<file path="src/rtl/cab_pkg.sv">
// ----------------------------------------------------------------------------
// cab_pkg
// shared types, constants and saturating helpers for the clover add-back
// event builder
// ----------------------------------------------------------------------------
package cab_pkg;

    // field widths
    localparam int CLOVER_W = 3;
    localparam int ENERGY_W = 16;
    localparam int RATIO_W  = 16;
    localparam int WINDOW_W = 20;
    localparam int STAMP_W  = 48;
    localparam int SUM_W    = 24;
    localparam int COUNT_W  = 8;
    localparam int CFG_IDX_W = 2;

    // entries that a 3-bit clover number can address
    localparam int STORE_MAX = 8;

    // configuration register indexes
    localparam logic [CFG_IDX_W-1:0] CFG_THRESHOLD  = 2'd0;
    localparam logic [CFG_IDX_W-1:0] CFG_WINDOW     = 2'd1;
    localparam logic [CFG_IDX_W-1:0] CFG_LOW_RATIO  = 2'd2;
    localparam logic [CFG_IDX_W-1:0] CFG_HIGH_RATIO = 2'd3;

    // configuration reset values
    localparam logic [ENERGY_W-1:0] THRESHOLD_RST  = 16'd0;
    localparam logic [WINDOW_W-1:0] WINDOW_RST     = 20'd100;
    localparam logic [RATIO_W-1:0]  LOW_RATIO_RST  = 16'd0;
    localparam logic [RATIO_W-1:0]  HIGH_RATIO_RST = 16'hFFFF;

    localparam logic [SUM_W-1:0]   SUM_MAX   = 24'hFF_FFFF;
    localparam logic [COUNT_W-1:0] COUNT_MAX = 8'hFF;

    // input word kinds
    localparam logic KIND_HIT   = 1'b0;
    localparam logic KIND_FLUSH = 1'b1;

    typedef enum logic [2:0] {
        ST_IDLE,
        ST_EVAL,
        ST_UPDATE,
        ST_WALK_RD,
        ST_WALK_EMIT,
        ST_TOTAL
    } cab_state_t;

    // one per-clover sum entry
    typedef struct packed {
        logic [SUM_W-1:0]   energy;
        logic [STAMP_W-1:0] stamp;
        logic [COUNT_W-1:0] count;
    } cab_entry_t;

    // controller to datapath
    typedef struct packed {
        logic load_in;
        logic rd_walk;
        logic walk_clr;
        logic walk_inc;
        logic update;
        logic emit_entry;
        logic emit_total;
    } cab_cmd_t;

    // datapath to controller
    typedef struct packed {
        logic is_flush;
        logic keep;
        logic gap_close;
        logic open;
        logic entry_valid;
        logic walk_last;
        logic out_free;
    } cab_stat_t;

    function automatic logic [SUM_W-1:0] sat_add_e(input logic [SUM_W-1:0] a,
                                                   input logic [ENERGY_W-1:0] b);
        logic [SUM_W:0] s;
        s = {1'b0, a} + (SUM_W+1)'(b);
        return s[SUM_W] ? SUM_MAX : s[SUM_W-1:0];
    endfunction

    function automatic logic [COUNT_W-1:0] sat_inc_c(input logic [COUNT_W-1:0] c);
        return (c == COUNT_MAX) ? COUNT_MAX : c + 8'd1;
    endfunction

endpackage

</file>
<file path="src/rtl/cab_ctrl.sv">
// ----------------------------------------------------------------------------
// cab_ctrl
// sequencer: evaluates each input word, updates the sums and walks the
// clover store when a subevent closes
// ----------------------------------------------------------------------------
module cab_ctrl (
    input  logic              clk,
    input  logic              rst_n,
    input  logic              in_valid,
    output logic              in_ready,
    input  cab_pkg::cab_stat_t stat,
    output cab_pkg::cab_cmd_t  cmd
);

    cab_pkg::cab_state_t state_reg;
    cab_pkg::cab_state_t state_next;
    logic                pending_reg;
    logic                pending_next;

    always_ff @(posedge clk or negedge rst_n)
    begin
        if (!rst_n)
        begin
            state_reg   <= cab_pkg::ST_IDLE;
            pending_reg <= 1'b0;
        end
        else
        begin
            state_reg   <= state_next;
            pending_reg <= pending_next;
        end
    end

    always_comb
    begin
        state_next   = state_reg;
        pending_next = pending_reg;
        cmd          = '0;
        in_ready     = 1'b0;

        unique case (state_reg)
            cab_pkg::ST_IDLE:
            begin
                in_ready    = 1'b1;
                cmd.load_in = in_valid;
                if (in_valid)
                begin
                    state_next = cab_pkg::ST_EVAL;
                end
            end

            cab_pkg::ST_EVAL:
            begin
                // read port addresses the hit's clover here
                if (stat.is_flush)
                begin
                    if (stat.open)
                    begin
                        cmd.walk_clr = 1'b1;
                        pending_next = 1'b0;
                        state_next   = cab_pkg::ST_WALK_RD;
                    end
                    else
                    begin
                        state_next = cab_pkg::ST_IDLE;
                    end
                end
                else if (!stat.keep)
                begin
                    state_next = cab_pkg::ST_IDLE;
                end
                else if (stat.gap_close)
                begin
                    cmd.walk_clr = 1'b1;
                    pending_next = 1'b1;
                    state_next   = cab_pkg::ST_WALK_RD;
                end
                else
                begin
                    state_next = cab_pkg::ST_UPDATE;
                end
            end

            cab_pkg::ST_UPDATE:
            begin
                cmd.update  = 1'b1;
                in_ready    = 1'b1;
                cmd.load_in = in_valid;
                state_next  = in_valid ? cab_pkg::ST_EVAL : cab_pkg::ST_IDLE;
            end

            cab_pkg::ST_WALK_RD:
            begin
                cmd.rd_walk = 1'b1;
                if (stat.entry_valid)
                begin
                    state_next = cab_pkg::ST_WALK_EMIT;
                end
                else if (stat.walk_last)
                begin
                    state_next = cab_pkg::ST_TOTAL;
                end
                else
                begin
                    cmd.walk_inc = 1'b1;
                end
            end

            cab_pkg::ST_WALK_EMIT:
            begin
                cmd.rd_walk = 1'b1;
                if (stat.out_free)
                begin
                    cmd.emit_entry = 1'b1;
                    if (stat.walk_last)
                    begin
                        state_next = cab_pkg::ST_TOTAL;
                    end
                    else
                    begin
                        cmd.walk_inc = 1'b1;
                        state_next   = cab_pkg::ST_WALK_RD;
                    end
                end
            end

            cab_pkg::ST_TOTAL:
            begin
                if (stat.out_free)
                begin
                    cmd.emit_total = 1'b1;
                    pending_next   = 1'b0;
                    state_next     = pending_reg ? cab_pkg::ST_UPDATE : cab_pkg::ST_IDLE;
                end
            end

            default:
            begin
                state_next = cab_pkg::ST_IDLE;
            end
        endcase
    end

endmodule

</file>
<file path="src/rtl/cab_datapath.sv">
// ----------------------------------------------------------------------------
// cab_datapath
// hit filter, gap check, clover sum store, totals and output register
// ----------------------------------------------------------------------------
module cab_datapath #(
    parameter int NUM_CLOVERS = 8
) (
    input  logic                             clk,
    input  logic                             rst_n,
    // configuration
    input  logic                             cfg_valid,
    input  logic [cab_pkg::CFG_IDX_W-1:0]    cfg_index,
    input  logic [cab_pkg::WINDOW_W-1:0]     cfg_data,
    // input word
    input  logic                             kind,
    input  logic [cab_pkg::CLOVER_W-1:0]     clover,
    input  logic [cab_pkg::ENERGY_W-1:0]     cal_energy,
    input  logic [cab_pkg::ENERGY_W-1:0]     raw_high,
    input  logic [cab_pkg::ENERGY_W-1:0]     raw_low,
    input  logic                             low_present,
    input  logic                             saturated,
    input  logic                             pileup,
    input  logic [cab_pkg::STAMP_W-1:0]      stamp,
    // control
    input  cab_pkg::cab_cmd_t                cmd,
    output cab_pkg::cab_stat_t               stat,
    // result word
    output logic                             out_valid,
    input  logic                             out_ready,
    output logic [cab_pkg::CLOVER_W-1:0]     entry_index,
    output logic                             is_total,
    output logic [cab_pkg::SUM_W-1:0]        energy_sum,
    output logic [cab_pkg::STAMP_W-1:0]      last_time,
    output logic [cab_pkg::COUNT_W-1:0]      hit_count,
    output logic                             last_of_run
);

    localparam int DEPTH = (NUM_CLOVERS < cab_pkg::STORE_MAX) ? NUM_CLOVERS
                                                              : cab_pkg::STORE_MAX;
    localparam int IDX_W = (DEPTH > 1) ? $clog2(DEPTH) : 1;

    // configuration registers
    logic [cab_pkg::ENERGY_W-1:0] threshold_reg;
    logic [cab_pkg::WINDOW_W-1:0] window_reg;
    logic [cab_pkg::RATIO_W-1:0]  low_ratio_reg;
    logic [cab_pkg::RATIO_W-1:0]  high_ratio_reg;

    // captured input word
    logic                         kind_reg;
    logic [cab_pkg::CLOVER_W-1:0] clover_reg;
    logic [cab_pkg::ENERGY_W-1:0] cal_energy_reg;
    logic [cab_pkg::ENERGY_W-1:0] raw_high_reg;
    logic [cab_pkg::ENERGY_W-1:0] raw_low_reg;
    logic                         low_present_reg;
    logic                         saturated_reg;
    logic                         pileup_reg;
    logic [cab_pkg::STAMP_W-1:0]  stamp_reg;

    // subevent state
    cab_pkg::cab_entry_t          mem [DEPTH];
    cab_pkg::cab_entry_t          rd_data_reg;
    logic [DEPTH-1:0]             valid_reg;
    logic [cab_pkg::SUM_W-1:0]    total_energy_reg;
    logic [cab_pkg::STAMP_W-1:0]  total_stamp_reg;
    logic [cab_pkg::COUNT_W-1:0]  total_count_reg;
    logic [cab_pkg::STAMP_W-1:0]  ref_stamp_reg;
    logic                         open_reg;
    logic [IDX_W-1:0]             walk_idx_reg;

    // output register
    logic                         out_valid_reg;
    logic                         out_valid_next;
    logic [cab_pkg::CLOVER_W-1:0] entry_index_reg;
    logic                         is_total_reg;
    logic [cab_pkg::SUM_W-1:0]    energy_sum_reg;
    logic [cab_pkg::STAMP_W-1:0]  last_time_reg;
    logic [cab_pkg::COUNT_W-1:0]  hit_count_reg;
    logic                         last_of_run_reg;

    // combinational
    logic [IDX_W-1:0]             clv_idx;
    logic [IDX_W-1:0]             rd_addr;
    logic [23:0]                  ratio_num;
    logic [31:0]                  low_prod;
    logic [31:0]                  high_prod;
    logic                         ratio_ok;
    logic                         range_ok;
    logic [cab_pkg::STAMP_W-1:0]  gap;
    cab_pkg::cab_entry_t          cur_entry;
    cab_pkg::cab_entry_t          wr_entry;
    logic                         out_free;

    // configuration writes
    always_ff @(posedge clk or negedge rst_n)
    begin
        if (!rst_n)
        begin
            threshold_reg  <= cab_pkg::THRESHOLD_RST;
            window_reg     <= cab_pkg::WINDOW_RST;
            low_ratio_reg  <= cab_pkg::LOW_RATIO_RST;
            high_ratio_reg <= cab_pkg::HIGH_RATIO_RST;
        end
        else if (cfg_valid)
        begin
            unique case (cfg_index)
                cab_pkg::CFG_THRESHOLD:  threshold_reg  <= cfg_data[cab_pkg::ENERGY_W-1:0];
                cab_pkg::CFG_WINDOW:     window_reg     <= cfg_data;
                cab_pkg::CFG_LOW_RATIO:  low_ratio_reg  <= cfg_data[cab_pkg::RATIO_W-1:0];
                cab_pkg::CFG_HIGH_RATIO: high_ratio_reg <= cfg_data[cab_pkg::RATIO_W-1:0];
            endcase
        end
    end

    // input capture
    always_ff @(posedge clk)
    begin
        if (cmd.load_in)
        begin
            kind_reg        <= kind;
            clover_reg      <= clover;
            cal_energy_reg  <= cal_energy;
            raw_high_reg    <= raw_high;
            raw_low_reg     <= raw_low;
            low_present_reg <= low_present;
            saturated_reg   <= saturated;
            pileup_reg      <= pileup;
            stamp_reg       <= stamp;
        end
    end

    // hit filter: ratio by cross-multiplication, threshold, clover range
    assign ratio_num = {raw_high_reg, 8'h00};
    assign low_prod  = 32'(low_ratio_reg) * 32'(raw_low_reg);
    assign high_prod = 32'(high_ratio_reg) * 32'(raw_low_reg);
    assign ratio_ok  = !low_present_reg
                       || ((32'(ratio_num) >= low_prod) && (32'(ratio_num) <= high_prod));
    assign range_ok  = (4'(clover_reg) < 4'(DEPTH));

    // absolute gap to the last kept hit
    assign gap = (stamp_reg >= ref_stamp_reg) ? (stamp_reg - ref_stamp_reg)
                                              : (ref_stamp_reg - stamp_reg);

    assign clv_idx = clover_reg[IDX_W-1:0];
    assign rd_addr = cmd.rd_walk ? walk_idx_reg : clv_idx;

    // clover store, registered read
    always_ff @(posedge clk)
    begin
        rd_data_reg <= mem[rd_addr];
        if (cmd.update)
        begin
            mem[clv_idx] <= wr_entry;
        end
    end

    // an entry without its valid bit reads as zero
    assign cur_entry = valid_reg[clv_idx] ? rd_data_reg : '0;

    always_comb
    begin
        wr_entry.energy = cab_pkg::sat_add_e(cur_entry.energy, cal_energy_reg);
        wr_entry.stamp  = stamp_reg;
        wr_entry.count  = cab_pkg::sat_inc_c(cur_entry.count);
    end

    // sums, valid bits, reference stamp
    always_ff @(posedge clk or negedge rst_n)
    begin
        if (!rst_n)
        begin
            valid_reg        <= '0;
            total_energy_reg <= '0;
            total_stamp_reg  <= '0;
            total_count_reg  <= '0;
            ref_stamp_reg    <= '0;
            open_reg         <= 1'b0;
        end
        else if (cmd.emit_total)
        begin
            valid_reg        <= '0;
            total_energy_reg <= '0;
            total_stamp_reg  <= '0;
            total_count_reg  <= '0;
            open_reg         <= 1'b0;
        end
        else if (cmd.update)
        begin
            valid_reg[clv_idx] <= 1'b1;
            total_energy_reg   <= cab_pkg::sat_add_e(total_energy_reg, cal_energy_reg);
            total_stamp_reg    <= stamp_reg;
            total_count_reg    <= cab_pkg::sat_inc_c(total_count_reg);
            ref_stamp_reg      <= stamp_reg;
            open_reg           <= 1'b1;
        end
    end

    // walk counter
    always_ff @(posedge clk or negedge rst_n)
    begin
        if (!rst_n)
        begin
            walk_idx_reg <= '0;
        end
        else if (cmd.walk_clr)
        begin
            walk_idx_reg <= '0;
        end
        else if (cmd.walk_inc)
        begin
            walk_idx_reg <= walk_idx_reg + 1'b1;
        end
    end

    // output register
    assign out_free = !out_valid_reg || out_ready;

    always_comb
    begin
        if (cmd.emit_entry || cmd.emit_total)
        begin
            out_valid_next = 1'b1;
        end
        else if (out_ready)
        begin
            out_valid_next = 1'b0;
        end
        else
        begin
            out_valid_next = out_valid_reg;
        end
    end

    always_ff @(posedge clk or negedge rst_n)
    begin
        if (!rst_n)
        begin
            out_valid_reg <= 1'b0;
        end
        else
        begin
            out_valid_reg <= out_valid_next;
        end
    end

    always_ff @(posedge clk)
    begin
        if (cmd.emit_entry)
        begin
            entry_index_reg <= cab_pkg::CLOVER_W'(walk_idx_reg);
            is_total_reg    <= 1'b0;
            energy_sum_reg  <= rd_data_reg.energy;
            last_time_reg   <= rd_data_reg.stamp;
            hit_count_reg   <= rd_data_reg.count;
            last_of_run_reg <= 1'b0;
        end
        else if (cmd.emit_total)
        begin
            entry_index_reg <= '0;
            is_total_reg    <= 1'b1;
            energy_sum_reg  <= total_energy_reg;
            last_time_reg   <= total_stamp_reg;
            hit_count_reg   <= total_count_reg;
            last_of_run_reg <= 1'b1;
        end
    end

    assign out_valid   = out_valid_reg;
    assign entry_index = entry_index_reg;
    assign is_total    = is_total_reg;
    assign energy_sum  = energy_sum_reg;
    assign last_time   = last_time_reg;
    assign hit_count   = hit_count_reg;
    assign last_of_run = last_of_run_reg;

    // status
    always_comb
    begin
        stat.is_flush    = (kind_reg == cab_pkg::KIND_FLUSH);
        stat.keep        = !saturated_reg && !pileup_reg && ratio_ok
                           && (cal_energy_reg >= threshold_reg) && range_ok;
        stat.gap_close   = open_reg && (gap > cab_pkg::STAMP_W'(window_reg));
        stat.open        = open_reg;
        stat.entry_valid = valid_reg[walk_idx_reg];
        stat.walk_last   = (walk_idx_reg == IDX_W'(DEPTH - 1));
        stat.out_free    = out_free;
    end

`ifndef SYNTHESIS
    a_last_is_total: assert property (@(posedge clk) disable iff (!rst_n)
        out_valid_reg |-> (last_of_run_reg == is_total_reg))
        else $error("last_of_run and is_total disagree");

    a_entry_has_hits: assert property (@(posedge clk) disable iff (!rst_n)
        (out_valid_reg && !is_total_reg) |-> (hit_count_reg != 8'd0))
        else $error("clover word with zero hits");

    a_close_clears: assert property (@(posedge clk) disable iff (!rst_n)
        cmd.emit_total |=> (!open_reg && (valid_reg == '0) && (total_count_reg == 8'd0)))
        else $error("sums not cleared after total");

    a_update_opens: assert property (@(posedge clk) disable iff (!rst_n)
        cmd.update |=> (open_reg && (total_count_reg != 8'd0)))
        else $error("kept hit left no open subevent");

    a_no_overlap: assert property (@(posedge clk) disable iff (!rst_n)
        !(cmd.update && (cmd.emit_entry || cmd.emit_total)))
        else $error("store update during a walk");
`endif

endmodule

</file>
<file path="src/rtl/clover_addback_event_builder.sv">
// ----------------------------------------------------------------------------
// clover_addback_event_builder
// groups time-ordered germanium hits into subevents and emits per-clover
// and total add-back sums when a subevent closes.
// in channel (in_valid/in_ready): one word per hit or flush; hits are
// filtered on flags, gain ratio and threshold. cfg channel: register index
// and data, written by the user only when idle; cfg_ready is always high.
// out channel (out_valid/out_ready): one word per clover with hits, then
// the total with last_of_run set.
// a kept hit is evaluated, then added to the store; the next word is taken
// in the update state. a hit that closes the subevent is added after the
// walk. on close the walk reads every clover through the single registered
// read port of the clover store and emits a word for each clover with hits,
// then the total. a stalled receiver holds the walk, and with it the input,
// until the output register empties. reset clears all sums and opens no
// subevent.
// ----------------------------------------------------------------------------
module clover_addback_event_builder #(
    parameter int NUM_CLOVERS = 8
) (
    input  logic                          clk,
    input  logic                          rst_n,
    // configuration write channel
    input  logic                          cfg_valid,
    output logic                          cfg_ready,
    input  logic [cab_pkg::CFG_IDX_W-1:0] cfg_index,
    input  logic [cab_pkg::WINDOW_W-1:0]  cfg_data,
    // input words
    input  logic                          in_valid,
    output logic                          in_ready,
    input  logic                          kind,
    input  logic [cab_pkg::CLOVER_W-1:0]  clover,
    input  logic [cab_pkg::ENERGY_W-1:0]  cal_energy,
    input  logic [cab_pkg::ENERGY_W-1:0]  raw_high,
    input  logic [cab_pkg::ENERGY_W-1:0]  raw_low,
    input  logic                          low_present,
    input  logic                          saturated,
    input  logic                          pileup,
    input  logic [cab_pkg::STAMP_W-1:0]   stamp,
    // result words
    output logic                          out_valid,
    input  logic                          out_ready,
    output logic [cab_pkg::CLOVER_W-1:0]  entry_index,
    output logic                          is_total,
    output logic [cab_pkg::SUM_W-1:0]     energy_sum,
    output logic [cab_pkg::STAMP_W-1:0]   last_time,
    output logic [cab_pkg::COUNT_W-1:0]   hit_count,
    output logic                          last_of_run
);

    cab_pkg::cab_cmd_t  cmd;
    cab_pkg::cab_stat_t stat;
    logic               cfg_wr;

    // the user must change registers only while idle; writes are always taken
    assign cfg_ready = 1'b1;
    assign cfg_wr    = cfg_valid && cfg_ready;

    // sequencer: evaluate, update, walk the store on close
    cab_ctrl u_ctrl (
        .clk      (clk),
        .rst_n    (rst_n),
        .in_valid (in_valid),
        .in_ready (in_ready),
        .stat     (stat),
        .cmd      (cmd)
    );

    // filter, sums and output register
    cab_datapath #(
        .NUM_CLOVERS (NUM_CLOVERS)
    ) u_datapath (
        .clk         (clk),
        .rst_n       (rst_n),
        .cfg_valid   (cfg_wr),
        .cfg_index   (cfg_index),
        .cfg_data    (cfg_data),
        .kind        (kind),
        .clover      (clover),
        .cal_energy  (cal_energy),
        .raw_high    (raw_high),
        .raw_low     (raw_low),
        .low_present (low_present),
        .saturated   (saturated),
        .pileup      (pileup),
        .stamp       (stamp),
        .cmd         (cmd),
        .stat        (stat),
        .out_valid   (out_valid),
        .out_ready   (out_ready),
        .entry_index (entry_index),
        .is_total    (is_total),
        .energy_sum  (energy_sum),
        .last_time   (last_time),
        .hit_count   (hit_count),
        .last_of_run (last_of_run)
    );

endmodule
</file>
<file path="config.mk">
export PLATFORM = sky130hd
export DESIGN_NAME = clover_addback_event_builder
export DESIGN_NICKNAME = d
export VERILOG_FILES = /design/src/rtl/cab_pkg.sv /design/src/rtl/cab_ctrl.sv /design/src/rtl/cab_datapath.sv /design/src/rtl/clover_addback_event_builder.sv
export SDC_FILE = /design/constraint.sdc
export NUM_CORES = 2
export LEC_CHECK = 0
export BUFFER_PORTS_ARGS = -buffer_cell sky130_fd_sc_hd__buf_4
export CAP_MARGIN = 10
export CORE_ASPECT_RATIO = 1.75
export CORE_UTILIZATION = 55
export DETAILED_ROUTE_END_ITERATION = 6
export PLACE_DENSITY = 0.74
export SLEW_MARGIN = 20
export SYNTH_ARGS = -nofsm -noshare
export SYNTH_HDL_FRONTEND = slang
export SYNTH_SLANG_ARGS = --single-unit
</file>
<file path="constraint.sdc">
create_clock -name clk -period 23.7 [get_ports clk]
set_clock_uncertainty 0.1 [all_clocks]
set_input_delay 1.185 -clock clk [delete_from_list [all_inputs] [get_ports clk]]
set_output_delay 1.185 -clock clk [all_outputs]
set_load 0.02 [all_outputs]
</file>
==> impl_metrics.tcl <==
set metrics [dict create \
    crit_path_end_kind "flop" \
    wl_per_cell_um 23.83 \
    synth_cell_type_count 97 \
    maxSlewHeadroom 0.2066 \
    core-area_sq_mm 0.1225 \
    tritoncts "yes" \
    synth-edff-count 826 \
    cts_setup_buffers 0 \
    hold_viol_final 0 \
    path_common_cell "fa_1" \
    dp_hpwl_um 129700 \
    first_pass_iters 6 \
    syn_nets 6904 \
    synth-seq-cells 1120 \
    synth_flop_cell "edfxtp_1" \
    syn_to_final_growth_pct 9.523 \
    grt_max_degree 119 \
    vias 46550 \
    die-area_sq_mm 0.1249 \
    rsz0062_at_grt "no" \
    drtIter0Drc 3542 \
    num-nets-final 6985 \
    netlist.area_leader.share 0.3653 \
    gp_congestion 0.9865 \
    worst_setup_path_start_kind "flop" \
    critical_path_class "flop to flop" \
    start_util 0.5542 \
    syn_area_per_cell_sq_um 11.36 \
    grt_usage 0.3012 \
    cts.sinks 1120 \
    crit_path_max_incr_delay_ps 800 \
    overflow 0 \
    rows 170 \
    synth.yosys.seq_area_share 0.4680 \
    die_y_um 466.8 \
    drive_above_1_share 0.1326 \
    grt_antenna_before_repair 11 \
    drcViolationCount 0 \
    routed_via_density 5.983 \
    postCtsHoldBufs 0 \
    routed_wl_um 185400 \
    yosysWarnings 0 \
    die_w_um 267.6 \
    yosys-top-cells-area "edfxtp_1 37%, fa_1 12%, ha_1 7.5%" \
    hold_class "input port to async pin" \
    ioPinCount 218 \
    cts_buffers 98 \
    cts_resized 0 \
    fin_crit_ps 9126 \
    outcome "completed" \
    antenna_left 0 \
    synth_area_sq_mm 0.06790 \
    synth_area_leader_cell "edfxtp_1" \
    cp_data_required_time_ps 24260 \
    grt_pass1_wl_um 281700 \
    clk_pin_slew_ps 70 \
    grt_pass1_vias 49284 \
    tightestPinTransition_ps 1187 \
    port_buffers 216 \
    finalSetupViolations 0 \
    clk-insertion-delay-late_ps 740 \
    crit_fanout 17 \
    largest_reg_flops 640 \
    h-tree-depth 3 \
    cap_violations 0 \
    synthCells 5975 \
    period_share 0.3851 \
    ff2ff_setup_slack_ps 14570 \
    tns_ps 0 \
    synth-async-reset-ratio 0.1902 \
    fillerInstances 9836 \
    root_buffer "clkbuf_16" \
    slowest_stage "edfxtp_1" \
    clk_path_buf_depth 3 \
    cp.arrival_ps 9690 \
    maxSlewViolCount 0 \
    fmax_mhz 109.6 \
]
## stage by stage
stage	cell area [sq um]	util	worst slack [ps]	std cells	hold slack, ps
final	74370	0.6070	14570	7781	345.7
after global routing	74360	0.6069	13910	7776	380.3
after CTS	74320	0.6066	14460	7773	343.9
after detailed placement	70960	0.5791	14480	7588	399.2
after global placement	70960	0.5791	14660	7588	392.3
after floorplan	67900	-	13870	5975	368.7
## critical path: cells and delay by family, from the launching register on
kind / cells / cell delay, ps
xor+xnor: 1 / 220
fa+ha+maj: 8 / 3760
buf+inv: 6 / 620
flops: 1 / 800
simple gates: 8 / 1530
compound gates: 9 / 2010
## kinds of logic after synthesis
family          count (synthesis)  synth area share
simple gates                 1447           0.09943
flops                        1120            0.4680
compound gates               1080           0.09692
buf+inv                       926           0.05279
fa+ha+maj                     799            0.1906
mux                           478           0.07625
xor+xnor                      124           0.01599
other cells                     1        0.00005523
## metal layers
metal	vias up	share of wire	global-route usage
li1	20813	-	-
met1	23403	0.35	0.3306
met2	1716	0.52	0.5331
met3	602	0.060	0.04902
met4	16	0.070	0.1990
met5	-	0.00056	0
## cells in the final DEF, fill, tap and decap left out, types with 21 or more instances in the layout
cell,instances
edfxtp_1,826
nand2_1,656
inv_1,628
ha_1,407
fa_1,392
a21oi_1,380
mux2_2,294
o21ai_0,291
buf_4,274
nor2_1,258
and2_1,238
dfrtp_1,194
mux2i_1,182
clkbuf_16,99
o211ai_1,96
dfxtp_1,81
xnor2_1,70
a21o_1,67
nand4_1,54
xor2_1,54
nand3_1,44
nor2b_1,42
a31oi_1,39
nor3_1,30
nand2b_1,23
and3_1,21
## layout make-up
| type | count | area, sq um | area share |
|---|---|---|---|
| multi-input combinational | 3929 | 32680 | 0.4394 |
| sequential | 1120 | 31780 | 0.4273 |
| clock buffer | 120 | 2626 | 0.03531 |
| inverter | 628 | 2357 | 0.03170 |
| timing repair buffer | 279 | 2133 | 0.02868 |
| tap | 1634 | 2044 | 0.02749 |
| clock inverter | 65 | 739.5 | 0.009943 |
| antenna | 6 | 15.01 | 0.0002019 |
## synthesized netlist by cell type, types with 20 or more instances
cell / number
a21oi_1: 380
and3_1: 21
nor2b_1: 42
dfrtp_1: 194
nor2_1: 262
a31oi_1: 42
nor3_1: 36
xnor2_1: 70
inv_1: 628
a211oi_1: 20
and2_1: 240
o21ai_0: 291
edfxtp_1: 826
clkbuf_1: 228
o211ai_1: 96
nand2_1: 657
nand2b_1: 23
buf_1: 21
mux2_2: 294
fa_1: 392
dfxtp_1: 81
ha_1: 407
buf_2: 36
nand4_1: 54
xor2_1: 54
nand3_1: 44
mux2i_1: 182
a21o_1: 67
## path summary, 6_finish.rpt
path                       cells after the start                                        to                                start
max reg2reg                                   32           u_ctrl.state_reg[0]$_DFFE_PN0P_  u_datapath.raw_low_reg[7]$_DFFE_PP_
min                                            1  u_datapath.ref_stamp_reg[46]$_DFFE_PN0P_                                rst_n
min reg2reg                                    1        u_datapath.last_time[11]$_DFFE_PP_   u_datapath.rd_data_reg[19]$_DFF_P_
max                                           32           u_ctrl.state_reg[0]$_DFFE_PN0P_  u_datapath.raw_low_reg[7]$_DFFE_PP_
min in group clk                               1        u_datapath.last_time[11]$_DFFE_PP_   u_datapath.rd_data_reg[19]$_DFF_P_
max in group asynchronous                      2   u_datapath.ref_stamp_reg[8]$_DFFE_PN0P_                                rst_n
Power is left out: the tool's default activity adds up to more than one toggle a clock period on the data nets, which glitch-free logic cannot reach.
